==> src/osa_pkg.sv <==
`timescale 1ns / 1ps
// ----------------------------------------------------------------------------
// osa_pkg: shared types and constants
// Widths, register indexes and the command/status bundles between the
// averager controller and its datapath.
// ----------------------------------------------------------------------------
package osa_pkg;

    localparam int SAMPLE_W    = 16;
    localparam int SUM_W       = 34;
    localparam int DISCARD_W   = 4;
    localparam int CFG_DATA_W  = 16;
    localparam int CFG_INDEX_W = 2;

    // One quotient bit per divider step.
    localparam int DIV_STEPS   = SUM_W;
    localparam int STEP_W      = $clog2(DIV_STEPS);

    localparam logic [CFG_INDEX_W-1:0] REG_SAMPLE_COUNT = 2'd0;
    localparam logic [CFG_INDEX_W-1:0] REG_OFFSET       = 2'd1;
    localparam logic [CFG_INDEX_W-1:0] REG_DISCARD_BITS = 2'd2;

    localparam logic [SAMPLE_W-1:0] AVG_MAX = 16'h7FFF;
    localparam logic [SAMPLE_W-1:0] AVG_MIN = 16'h8000;

    typedef struct packed {
        logic accumulate;
        logic clear_block;
        logic load_div;
        logic div_step;
        logic finish;
        logic set_zero;
        logic load_out;
    } osa_cmd_t;

    typedef struct packed {
        logic count_zero;
        logic block_done;
        logic out_free;
    } osa_status_t;

endpackage

==> src/offset_sample_averager_core.sv <==
`timescale 1ns / 1ps
// ----------------------------------------------------------------------------
// offset_sample_averager_core: block averager with offset and decimation
// Averages offset-corrected samples over a configured block length and
// scales the mean down by a power of two with saturation.
// ----------------------------------------------------------------------------
// Usage:
//   Samples enter on sample_valid/sample_ready; each request carries one
//   signed 16-bit sample. Results leave on result_valid/result_ready with
//   average and saturated. Registers are written on cfg_write with cfg_index
//   and cfg_data; they must be written only while the block is idle, which
//   the block itself does not enforce. A sample that does not close a block
//   is added to the sum. The closing sample starts a restoring divider that
//   produces one quotient bit per cycle over the 34-bit sum; the result is
//   then formatted and put in the output register; no sample is taken
//   meanwhile. With a block length of zero each sample yields a zero result.
//   The output register holds a finished result while the receiver stalls;
//   the next sample is still accepted, and only the next result waits for
//   the register to free up.
//   Reset clears the accumulator and sample counter and loads a block length
//   of 1, offset 0 and a discard shift of 8.
// ----------------------------------------------------------------------------
module offset_sample_averager_core #(
    parameter int COUNT_BITS = 16
) (
    input  logic                                 clk,
    input  logic                                 rst_n,
    input  logic                                 cfg_write,
    input  logic [osa_pkg::CFG_INDEX_W-1:0]      cfg_index,
    input  logic [osa_pkg::CFG_DATA_W-1:0]       cfg_data,
    input  logic                                 sample_valid,
    output logic                                 sample_ready,
    input  logic signed [osa_pkg::SAMPLE_W-1:0]  sample,
    output logic                                 result_valid,
    input  logic                                 result_ready,
    output logic signed [osa_pkg::SAMPLE_W-1:0]  average,
    output logic                                 saturated
);

    osa_pkg::osa_cmd_t    cmd;
    osa_pkg::osa_status_t status;

    osa_ctrl u_ctrl (
        .clk          (clk),
        .rst_n        (rst_n),
        .sample_valid (sample_valid),
        .sample_ready (sample_ready),
        .status       (status),
        .cmd          (cmd)
    );

    osa_datapath #(
        .COUNT_BITS (COUNT_BITS)
    ) u_datapath (
        .clk          (clk),
        .rst_n        (rst_n),
        .cfg_write    (cfg_write),
        .cfg_index    (cfg_index),
        .cfg_data     (cfg_data),
        .sample       (sample),
        .cmd          (cmd),
        .status       (status),
        .result_valid (result_valid),
        .result_ready (result_ready),
        .average      (average),
        .saturated    (saturated)
    );

endmodule

==> src/osa_ctrl.sv <==
`timescale 1ns / 1ps
// ----------------------------------------------------------------------------
// osa_ctrl: averager controller
// Sequences sample intake, the bit-serial division, result formatting and
// the hand-off into the output register.
// ----------------------------------------------------------------------------
module osa_ctrl (
    input  logic                 clk,
    input  logic                 rst_n,
    input  logic                 sample_valid,
    output logic                 sample_ready,
    input  osa_pkg::osa_status_t status,
    output osa_pkg::osa_cmd_t    cmd
);

    localparam logic [2:0] S_IDLE = 3'd0;
    localparam logic [2:0] S_LOAD = 3'd1;
    localparam logic [2:0] S_DIV  = 3'd2;
    localparam logic [2:0] S_POST = 3'd3;
    localparam logic [2:0] S_OUT  = 3'd4;

    localparam logic [osa_pkg::STEP_W-1:0] LAST_STEP =
        osa_pkg::STEP_W'(osa_pkg::DIV_STEPS - 1);

    logic [2:0]                   state_reg;
    logic [2:0]                   state_next;
    logic [osa_pkg::STEP_W-1:0]   step_reg;
    logic [osa_pkg::STEP_W-1:0]   step_next;
    logic                         accept;

    assign sample_ready = (state_reg == S_IDLE);
    assign accept       = sample_valid && sample_ready;

    always_comb
    begin
        state_next = state_reg;
        step_next  = step_reg;
        cmd        = '0;
        unique case (state_reg)
            S_IDLE:
            begin
                if (accept)
                begin
                    if (status.count_zero)
                    begin
                        cmd.clear_block = 1'b1;
                        cmd.set_zero    = 1'b1;
                        state_next      = S_OUT;
                    end
                    else
                    begin
                        cmd.accumulate = 1'b1;
                        if (status.block_done)
                        begin
                            state_next = S_LOAD;
                        end
                    end
                end
            end
            S_LOAD:
            begin
                cmd.load_div    = 1'b1;
                cmd.clear_block = 1'b1;
                step_next       = '0;
                state_next      = S_DIV;
            end
            S_DIV:
            begin
                cmd.div_step = 1'b1;
                step_next    = step_reg + 1'b1;
                if (step_reg == LAST_STEP)
                begin
                    state_next = S_POST;
                end
            end
            S_POST:
            begin
                cmd.finish = 1'b1;
                state_next = S_OUT;
            end
            S_OUT:
            begin
                if (status.out_free)
                begin
                    cmd.load_out = 1'b1;
                    state_next   = S_IDLE;
                end
            end
            default:
            begin
                state_next = S_IDLE;
            end
        endcase
    end

    always_ff @(posedge clk or negedge rst_n)
    begin
        if (!rst_n)
        begin
            state_reg <= S_IDLE;
            step_reg  <= '0;
        end
        else
        begin
            state_reg <= state_next;
            step_reg  <= step_next;
        end
    end

`ifndef ASSERT_OFF
    // The divider must run exactly its full number of steps before formatting.
    a_post_after_last_step: assert property (@(posedge clk) disable iff (!rst_n)
        (state_reg == S_POST) |-> ($past(state_reg) == S_DIV && $past(step_reg) == LAST_STEP))
        else $error("result formatting entered without a full division");
`endif

endmodule

==> src/osa_datapath.sv <==
`timescale 1ns / 1ps
// ----------------------------------------------------------------------------
// osa_datapath: averager datapath
// Configuration registers, offset-corrected accumulator, restoring divider,
// power-of-two scaling with saturation, and the output register.
// ----------------------------------------------------------------------------
module osa_datapath #(
    parameter int COUNT_BITS = 16
) (
    input  logic                                 clk,
    input  logic                                 rst_n,
    input  logic                                 cfg_write,
    input  logic [osa_pkg::CFG_INDEX_W-1:0]      cfg_index,
    input  logic [osa_pkg::CFG_DATA_W-1:0]       cfg_data,
    input  logic signed [osa_pkg::SAMPLE_W-1:0]  sample,
    input  osa_pkg::osa_cmd_t                    cmd,
    output osa_pkg::osa_status_t                 status,
    output logic                                 result_valid,
    input  logic                                 result_ready,
    output logic signed [osa_pkg::SAMPLE_W-1:0]  average,
    output logic                                 saturated
);

    localparam int SW = osa_pkg::SUM_W;
    localparam int DW = osa_pkg::SAMPLE_W;

    logic [COUNT_BITS-1:0]               count_reg;
    logic signed [DW-1:0]                offset_reg;
    logic [osa_pkg::DISCARD_W-1:0]       discard_reg;

    logic signed [SW-1:0]                sum_reg;
    logic signed [SW-1:0]                sum_next;
    logic [COUNT_BITS-1:0]               taken_reg;
    logic [COUNT_BITS-1:0]               taken_next;

    logic [COUNT_BITS-1:0]               divisor_reg;
    logic [COUNT_BITS-1:0]               rem_reg;
    logic [COUNT_BITS-1:0]               rem_next;
    logic [SW-1:0]                       quo_reg;
    logic [SW-1:0]                       quo_next;
    logic                                neg_reg;

    logic [DW-1:0]                       res_avg_reg;
    logic [DW-1:0]                       res_avg_next;
    logic                                res_sat_reg;
    logic                                res_sat_next;

    logic [DW-1:0]                       out_avg_reg;
    logic                                out_sat_reg;
    logic                                out_valid_reg;

    logic signed [DW:0]                  diff;
    logic [COUNT_BITS-1:0]               taken_inc;
    logic [COUNT_BITS:0]                 trial;
    logic [COUNT_BITS:0]                 shifted_rem;
    logic [SW-1:0]                       sum_mag;
    logic [SW-1:0]                       scaled;

    // Accumulation path.
    assign diff      = {sample[DW-1], sample} - {offset_reg[DW-1], offset_reg};
    assign taken_inc = taken_reg + 1'b1;
    assign sum_next  = sum_reg + SW'(diff);

    assign status.count_zero = (count_reg == '0);
    // A wrapped counter means the block reached its full length.
    assign status.block_done = (taken_inc >= count_reg) || (taken_inc == '0);
    assign status.out_free   = !out_valid_reg || result_ready;

    assign sum_mag = sum_reg[SW-1] ? (SW'(0) - sum_reg) : sum_reg;

    // One restoring division step on the magnitude of the sum.
    assign shifted_rem = {rem_reg, quo_reg[SW-1]};
    assign trial       = shifted_rem - {1'b0, divisor_reg};

    always_comb
    begin
        if (shifted_rem >= {1'b0, divisor_reg})
        begin
            rem_next = trial[COUNT_BITS-1:0];
            quo_next = {quo_reg[SW-2:0], 1'b1};
        end
        else
        begin
            rem_next = shifted_rem[COUNT_BITS-1:0];
            quo_next = {quo_reg[SW-2:0], 1'b0};
        end
    end

    // Truncation toward zero twice in a row equals one truncation of the
    // magnitude by the combined divisor, so the shift works on the magnitude.
    assign scaled = quo_reg >> discard_reg;

    always_comb
    begin
        res_sat_next = 1'b0;
        if (neg_reg)
        begin
            if (scaled > SW'(32768))
            begin
                res_avg_next = osa_pkg::AVG_MIN;
                res_sat_next = 1'b1;
            end
            else
            begin
                res_avg_next = DW'(0) - scaled[DW-1:0];
            end
        end
        else
        begin
            if (scaled > SW'(32767))
            begin
                res_avg_next = osa_pkg::AVG_MAX;
                res_sat_next = 1'b1;
            end
            else
            begin
                res_avg_next = scaled[DW-1:0];
            end
        end
    end

    always_comb
    begin
        taken_next = taken_reg;
        if (cmd.clear_block)
        begin
            taken_next = '0;
        end
        else if (cmd.accumulate)
        begin
            taken_next = taken_inc;
        end
    end

    always_ff @(posedge clk or negedge rst_n)
    begin
        if (!rst_n)
        begin
            count_reg     <= COUNT_BITS'(1);
            offset_reg    <= '0;
            discard_reg   <= osa_pkg::DISCARD_W'(8);
            sum_reg       <= '0;
            taken_reg     <= '0;
            out_valid_reg <= 1'b0;
        end
        else
        begin
            if (cfg_write)
            begin
                unique case (cfg_index)
                    osa_pkg::REG_SAMPLE_COUNT: count_reg   <= cfg_data[COUNT_BITS-1:0];
                    osa_pkg::REG_OFFSET:       offset_reg  <= cfg_data;
                    osa_pkg::REG_DISCARD_BITS: discard_reg <= cfg_data[osa_pkg::DISCARD_W-1:0];
                    default:
                    begin
                    end
                endcase
            end
            if (cmd.clear_block)
            begin
                sum_reg <= '0;
            end
            else if (cmd.accumulate)
            begin
                sum_reg <= sum_next;
            end
            taken_reg <= taken_next;
            if (cmd.load_out)
            begin
                out_valid_reg <= 1'b1;
            end
            else if (result_ready)
            begin
                out_valid_reg <= 1'b0;
            end
        end
    end

    always_ff @(posedge clk)
    begin
        if (cmd.load_div)
        begin
            divisor_reg <= count_reg;
            rem_reg     <= '0;
            quo_reg     <= sum_mag;
            neg_reg     <= sum_reg[SW-1];
        end
        else if (cmd.div_step)
        begin
            rem_reg <= rem_next;
            quo_reg <= quo_next;
        end
        if (cmd.set_zero)
        begin
            res_avg_reg <= '0;
            res_sat_reg <= 1'b0;
        end
        else if (cmd.finish)
        begin
            res_avg_reg <= res_avg_next;
            res_sat_reg <= res_sat_next;
        end
        if (cmd.load_out)
        begin
            out_avg_reg <= res_avg_reg;
            out_sat_reg <= res_sat_reg;
        end
    end

    assign result_valid = out_valid_reg;
    assign average      = out_avg_reg;
    assign saturated    = out_sat_reg;

`ifndef ASSERT_OFF
    a_clear_empties_block: assert property (@(posedge clk) disable iff (!rst_n)
        cmd.clear_block |=> (sum_reg == '0 && taken_reg == '0))
        else $error("block state not cleared");

    a_rem_below_divisor: assert property (@(posedge clk) disable iff (!rst_n)
        $past(cmd.div_step) |-> (rem_reg < divisor_reg))
        else $error("divider remainder reached the divisor");

    a_sat_at_limit: assert property (@(posedge clk) disable iff (!rst_n)
        (result_valid && saturated) |->
            (average == osa_pkg::AVG_MAX || average == osa_pkg::AVG_MIN))
        else $error("saturated result not at a range limit");

    a_no_overwrite: assert property (@(posedge clk) disable iff (!rst_n)
        (result_valid && !result_ready) |-> !cmd.load_out)
        else $error("pending result overwritten");
`endif

endmodule
==> config.mk <==
export PLATFORM = sky130hd
export DESIGN_NAME = offset_sample_averager_core
export DESIGN_NICKNAME = d
export VERILOG_FILES = /design/src/osa_pkg.sv /design/src/offset_sample_averager_core.sv /design/src/osa_ctrl.sv /design/src/osa_datapath.sv
export SDC_FILE = /design/constraint.sdc
export NUM_CORES = 1
export LEC_CHECK = 0
export BUFFER_PORTS_ARGS = -buffer_cell sky130_fd_sc_hd__buf_2
export CAP_MARGIN = 20
export CORE_MARGIN = 4
export CORE_UTILIZATION = 25
export CTS_BUF_LIST = sky130_fd_sc_hd__clkbuf_4 sky130_fd_sc_hd__clkbuf_8
export DETAILED_ROUTE_END_ITERATION = 7
export GPL_TIMING_DRIVEN = 0
export PLACE_DENSITY = 0.4
export SLEW_MARGIN = 0
export SYNTH_ARGS = -nofsm -noshare
export SYNTH_HDL_FRONTEND = slang
export SYNTH_SLANG_ARGS = --single-unit
==> constraint.sdc <==
create_clock -name clk -period 8.1 [get_ports clk]
set_input_delay 0.81 -clock clk [delete_from_list [all_inputs] [get_ports clk]]
set_output_delay 0.81 -clock clk [all_outputs]
set_load 0.005 [all_outputs]
==> impl_metrics.prom <==
# TYPE chip_impl_metric gauge
chip_impl_info{name="outcome",value="finished clean"} 1
chip_impl_metric{name="synth.avg_cell_area",unit="um^2"} 9.31
chip_impl_metric{name="postRouteAntennaNets",unit=""} 0
chip_impl_metric{name="via_per_inst",unit=""} 4.85
chip_impl_metric{name="sw_frac_of_total",unit="%"} 48.4
chip_impl_metric{name="post-route-period-util",unit="%"} 53.0
chip_impl_metric{name="syn_area",unit="mm^2"} 0.0144
chip_impl_metric{name="power.net_switching",unit="W"} 0.00324
chip_impl_metric{name="initial_utilization",unit="%"} 25.4
chip_impl_metric{name="grt_first_pass_wirelength",unit="um"} 69200
chip_impl_metric{name="fin_hold_ws",unit="ns"} 0.276
chip_impl_metric{name="die_area",unit="mm^2"} 0.0616
chip_impl_metric{name="synthesis.yosys.warnings",unit=""} 0
chip_impl_metric{name="seq_power_share",unit="%"} 27.2
chip_impl_metric{name="totalPowerFinal",unit="W"} 0.00669
chip_impl_metric{name="detail_route.wl_per_cell",unit="um"} 18.2
chip_impl_metric{name="cp.required",unit="ns"} 8.48
chip_impl_metric{name="grt_max_degree",unit=""} 58
chip_impl_metric{name="power.combinational.fraction",unit="%"} 62.1
chip_impl_metric{name="io_buffers",unit=""} 57
chip_impl_info{name="ys.flop_type",value="dfrtp_1"} 1
chip_impl_metric{name="cts.reportedPaths.clkPinSlew",unit="ns"} 0.11
chip_impl_metric{name="finalSetupTns",unit="ns"} 0
chip_impl_metric{name="maxClockFrequency",unit="MHz"} 233
chip_impl_metric{name="post-cts-setup-buffer-count",unit=""} 0
chip_impl_metric{name="p_leak",unit="nW"} 6.85
chip_impl_metric{name="final_layout_size_suffix_gt1_share",unit="%"} 12.2
chip_impl_metric{name="layoutNonFillerInstCount",unit=""} 2400
chip_impl_info{name="timing.setup.critical_path_class",value="flip-flop to flip-flop"} 1
chip_impl_metric{name="htreeDepth",unit=""} 4
chip_impl_metric{name="nFillCells",unit=""} 6115
chip_impl_metric{name="finalSetupViolations",unit=""} 0
chip_impl_metric{name="cts_hold_buffers",unit=""} 0
chip_impl_info{name="rsz_0062_raised_after_global_routing",value="no"} 1
chip_impl_metric{name="antenna_found_initial",unit=""} 3
chip_impl_metric{name="placementRows",unit=""} 87
chip_impl_metric{name="grt_use_total",unit="%"} 14.5
chip_impl_info{name="clock_tree.root_cell",value="clkbuf_8"} 1
chip_impl_info{name="crit_path_start_kind",value="flip-flop"} 1
chip_impl_metric{name="power_density",unit="mW/mm^2"} 413
chip_impl_metric{name="yosys_register_bits",unit=""} 197
chip_impl_metric{name="worstSkewPairLatency",unit="ns"} 0.53
chip_impl_metric{name="synthesis.instances",unit=""} 1550
chip_impl_metric{name="detailedRoute.firstPassIterationCount",unit=""} 7
chip_impl_metric{name="vdd.ir_drop.worst",unit="mV"} 0.199
chip_impl_metric{name="layout.area.seq",unit="mm^2"} 0.00511
chip_impl_metric{name="totalWireLength",unit="um"} 43700
chip_impl_metric{name="hold_violations",unit=""} 0
chip_impl_metric{name="timing_worst_slew_pin_value",unit="ns"} 0.947
chip_impl_info{name="category_of_the_worst_setup_path_capture_point",value="flip-flop"} 1
chip_impl_metric{name="dp.cells",unit=""} 2366
chip_impl_metric{name="timing_max_transition_violations_final",unit=""} 0
chip_impl_metric{name="number_of_enable_type_register_cells_in_the_synthesized_netlist",unit=""} 68
chip_impl_metric{name="first_global_vias",unit=""} 11663
chip_impl_metric{name="clock_tree_buffer_depth",unit=""} 2
chip_impl_metric{name="via_count",unit=""} 11631
chip_impl_metric{name="area_growth",unit="%"} 12.2
chip_impl_metric{name="async_reset_ff_share",unit="%"} 48.7
chip_impl_metric{name="relative_contribution_of_the_clock_network_to_total_power",unit="%"} 10.8
chip_impl_metric{name="period_needed",unit="ns"} 4.29
chip_impl_metric{name="crit_path_max_fanout",unit=""} 10
chip_impl_metric{name="grt_overflow_total",unit=""} 0
chip_impl_metric{name="ios",unit=""} 58
chip_impl_metric{name="place.gp.congestion",unit=""} 0.835
chip_impl_metric{name="die_y",unit="um"} 248
chip_impl_metric{name="die_x",unit="um"} 248
chip_impl_metric{name="slew_headroom",unit="%"} 36.8
chip_impl_metric{name="cp_data_arrival_time",unit="ns"} 4.67
chip_impl_metric{name="preCtsSetupSlack",unit="ns"} 3.37
chip_impl_metric{name="cts_resized",unit=""} 0
chip_impl_info{name="worstHoldPathType",value="primary input to asynchronous set/reset pin"} 1
chip_impl_metric{name="hpwl",unit="um"} 34700
chip_impl_metric{name="cts_sink_count",unit=""} 197
chip_impl_metric{name="maxCapViolCount",unit=""} 0
chip_impl_metric{name="drt-initial-drc-count",unit=""} 790
chip_impl_metric{name="area_used_by_multi_input_combinational_logic",unit="mm^2"} 0.00840
chip_impl_metric{name="post_route_drc_violation_count",unit=""} 0
chip_impl_metric{name="rr_worst_depth",unit=""} 14
chip_impl_metric{name="yosys.cell_types.count",unit=""} 73
chip_impl_metric{name="fin_worst_skew",unit="ns"} 0.0283
chip_impl_metric{name="cts-buffers-inserted",unit=""} 17
chip_impl_metric{name="synthesized_net_count",unit=""} 1696
chip_impl_metric{name="p_int",unit="W"} 0.00346
chip_impl_metric{name="final_critical_path_setup_slack",unit="ns"} 3.81
chip_impl_metric{name="core-area",unit="mm^2"} 0.0568
chip_impl_metric{name="synth.yosys.seq_area_share",unit="%"} 35.4
chip_impl_metric{name="num-nets-final",unit=""} 1776
chip_impl_info{name="tritoncts_clock_tree",value="built"} 1
==> cell usage in the layout (no fill, tap or decap), drive strengths merged, types with 22 or more instances in the layout <==
cell type  synthesis  routed
inv              173     179
o21ai            149     149
nand2            147     147
dfrtp             94      94
buf               18      79
ha                73      73
nor2              69      69
edfxtp            68      68
clkbuf            50      67
a21oi             66      66
xnor2             63      63
nand3             43      43
mux2i             35      35
mux4              34      34
mux2              34      34
fa                34      34
dfxtp             33      33
o22ai             30      30
nor3              29      29
xor2              22      22
==> final timing paths <==
kind	startpoint	to	slack (ns)
hold / removal	rst_n	u_datapath.offset_reg[8]	0.28
setup reg to reg	u_datapath.discard_reg[3]	u_datapath.res_avg_reg[2]	3.81
setup / recovery	u_datapath.discard_reg[3]	u_datapath.res_avg_reg[2]	3.81
hold reg to reg	u_datapath.res_avg_reg[2]	u_datapath.average[2]	0.44
max in group asynchronous	rst_n	u_datapath.discard_reg[3]	7.07
min in group clk	u_datapath.res_avg_reg[2]	u_datapath.average[2]	0.44
==> layer usage <==
metal | wire length (um) | up-vias | track usage, %
met2 | 19400 | 247 | 22.5
met5 | 0 | - | 0
li1 | - | 5731 | -
met3 | 1890 | 29 | 2.48
met1 | 22000 | 5624 | 21.2
met4 | 519 | 0 | 2.90
==> per-stage QoR <==
stage / instance area (um^2) / utilization (%)
final: 16200 / 28.5
after global routing: 16200 / 28.5
after CTS: 16200 / 28.5
after detailed placement: 15800 / 27.7
after global placement: 15700 / 27.6
after floorplan: 14400 / -
==> critical path: stages (launching register included) <==
cell and delay, ns:
dfstp_2 0.55, clkbuf_1 0.41, clkbuf_1 0.48, clkbuf_1 0.52
mux2i_1 0.16, mux2i_1 0.38, inv_1 0.09, ha_1 0.24
nand3_1 0.23, and4bb_2 0.28, o21ba_2 0.19, buf_4 0.17
buf_4 0.18, a21oi_1 0.19, a21oi_1 0.09
==> cells in the mapped netlist (all sizes together), types with 16 or more instances <==
cell,number,area [um^2]
edfxtp,68,2040
mux2i,35,350
a21oi,66,330
nor3,29,145
clkbuf,50,188
inv,173,649
nand2,147,552
nand3,43,215
a21o,19,143
ha,73,913
nor2b,16,100
mux4,34,766
mux2,34,383
xor2,22,193
dfxtp,33,661
a211oi,18,140
fa,34,681
o22ai,30,188
o31ai,16,120
nand4,19,119
dfrtp,94,2350
xnor2,63,552
buf,18,92.6
nor2,69,259
o21ai,149,746
==> area by class of cell <==
type | count | area share [%]
Clock buffer | 17 | 1.44
Sequential cell | 197 | 31.5
Clock inverter | 15 | 1.19
Multi-Input combinational cell | 1112 | 51.8
Antenna cell | 1 | 0.0154
Inverter | 173 | 4.01
Buffer | 68 | 1.73
Tap cell | 756 | 5.84
Timing Repair Buffer | 61 | 2.41
==> kinds of logic (layout without fill, tap and decap cells) <==
logic type	count (synthesis)	in the layout	share of synthesized area [%]
compound gates	398	398	17.3
other cells	0	1	0
simple gates	419	419	14.3
mux	103	103	10.4
fa+ha+maj	107	107	11.0
xor+xnor	85	85	5.16
buf+inv	241	334	6.44
flops	197	197	35.4
==> power groups by stage <==
stage / clock (W) / sequential, W / combinational (W)
2_1_floorplan: 0 / 0.00169 / 0.00310
3_3_place_gp: 0 / 0.00185 / 0.00412
3_5_place_dp: 0 / 0.00185 / 0.00415
4_1_cts: 0.000751 / 0.00182 / 0.00417
5_1_grt: 0.000786 / 0.00187 / 0.00469
6_report: 0.000722 / 0.00182 / 0.00415
Note: power is estimated with default switching activity, not from simulation.
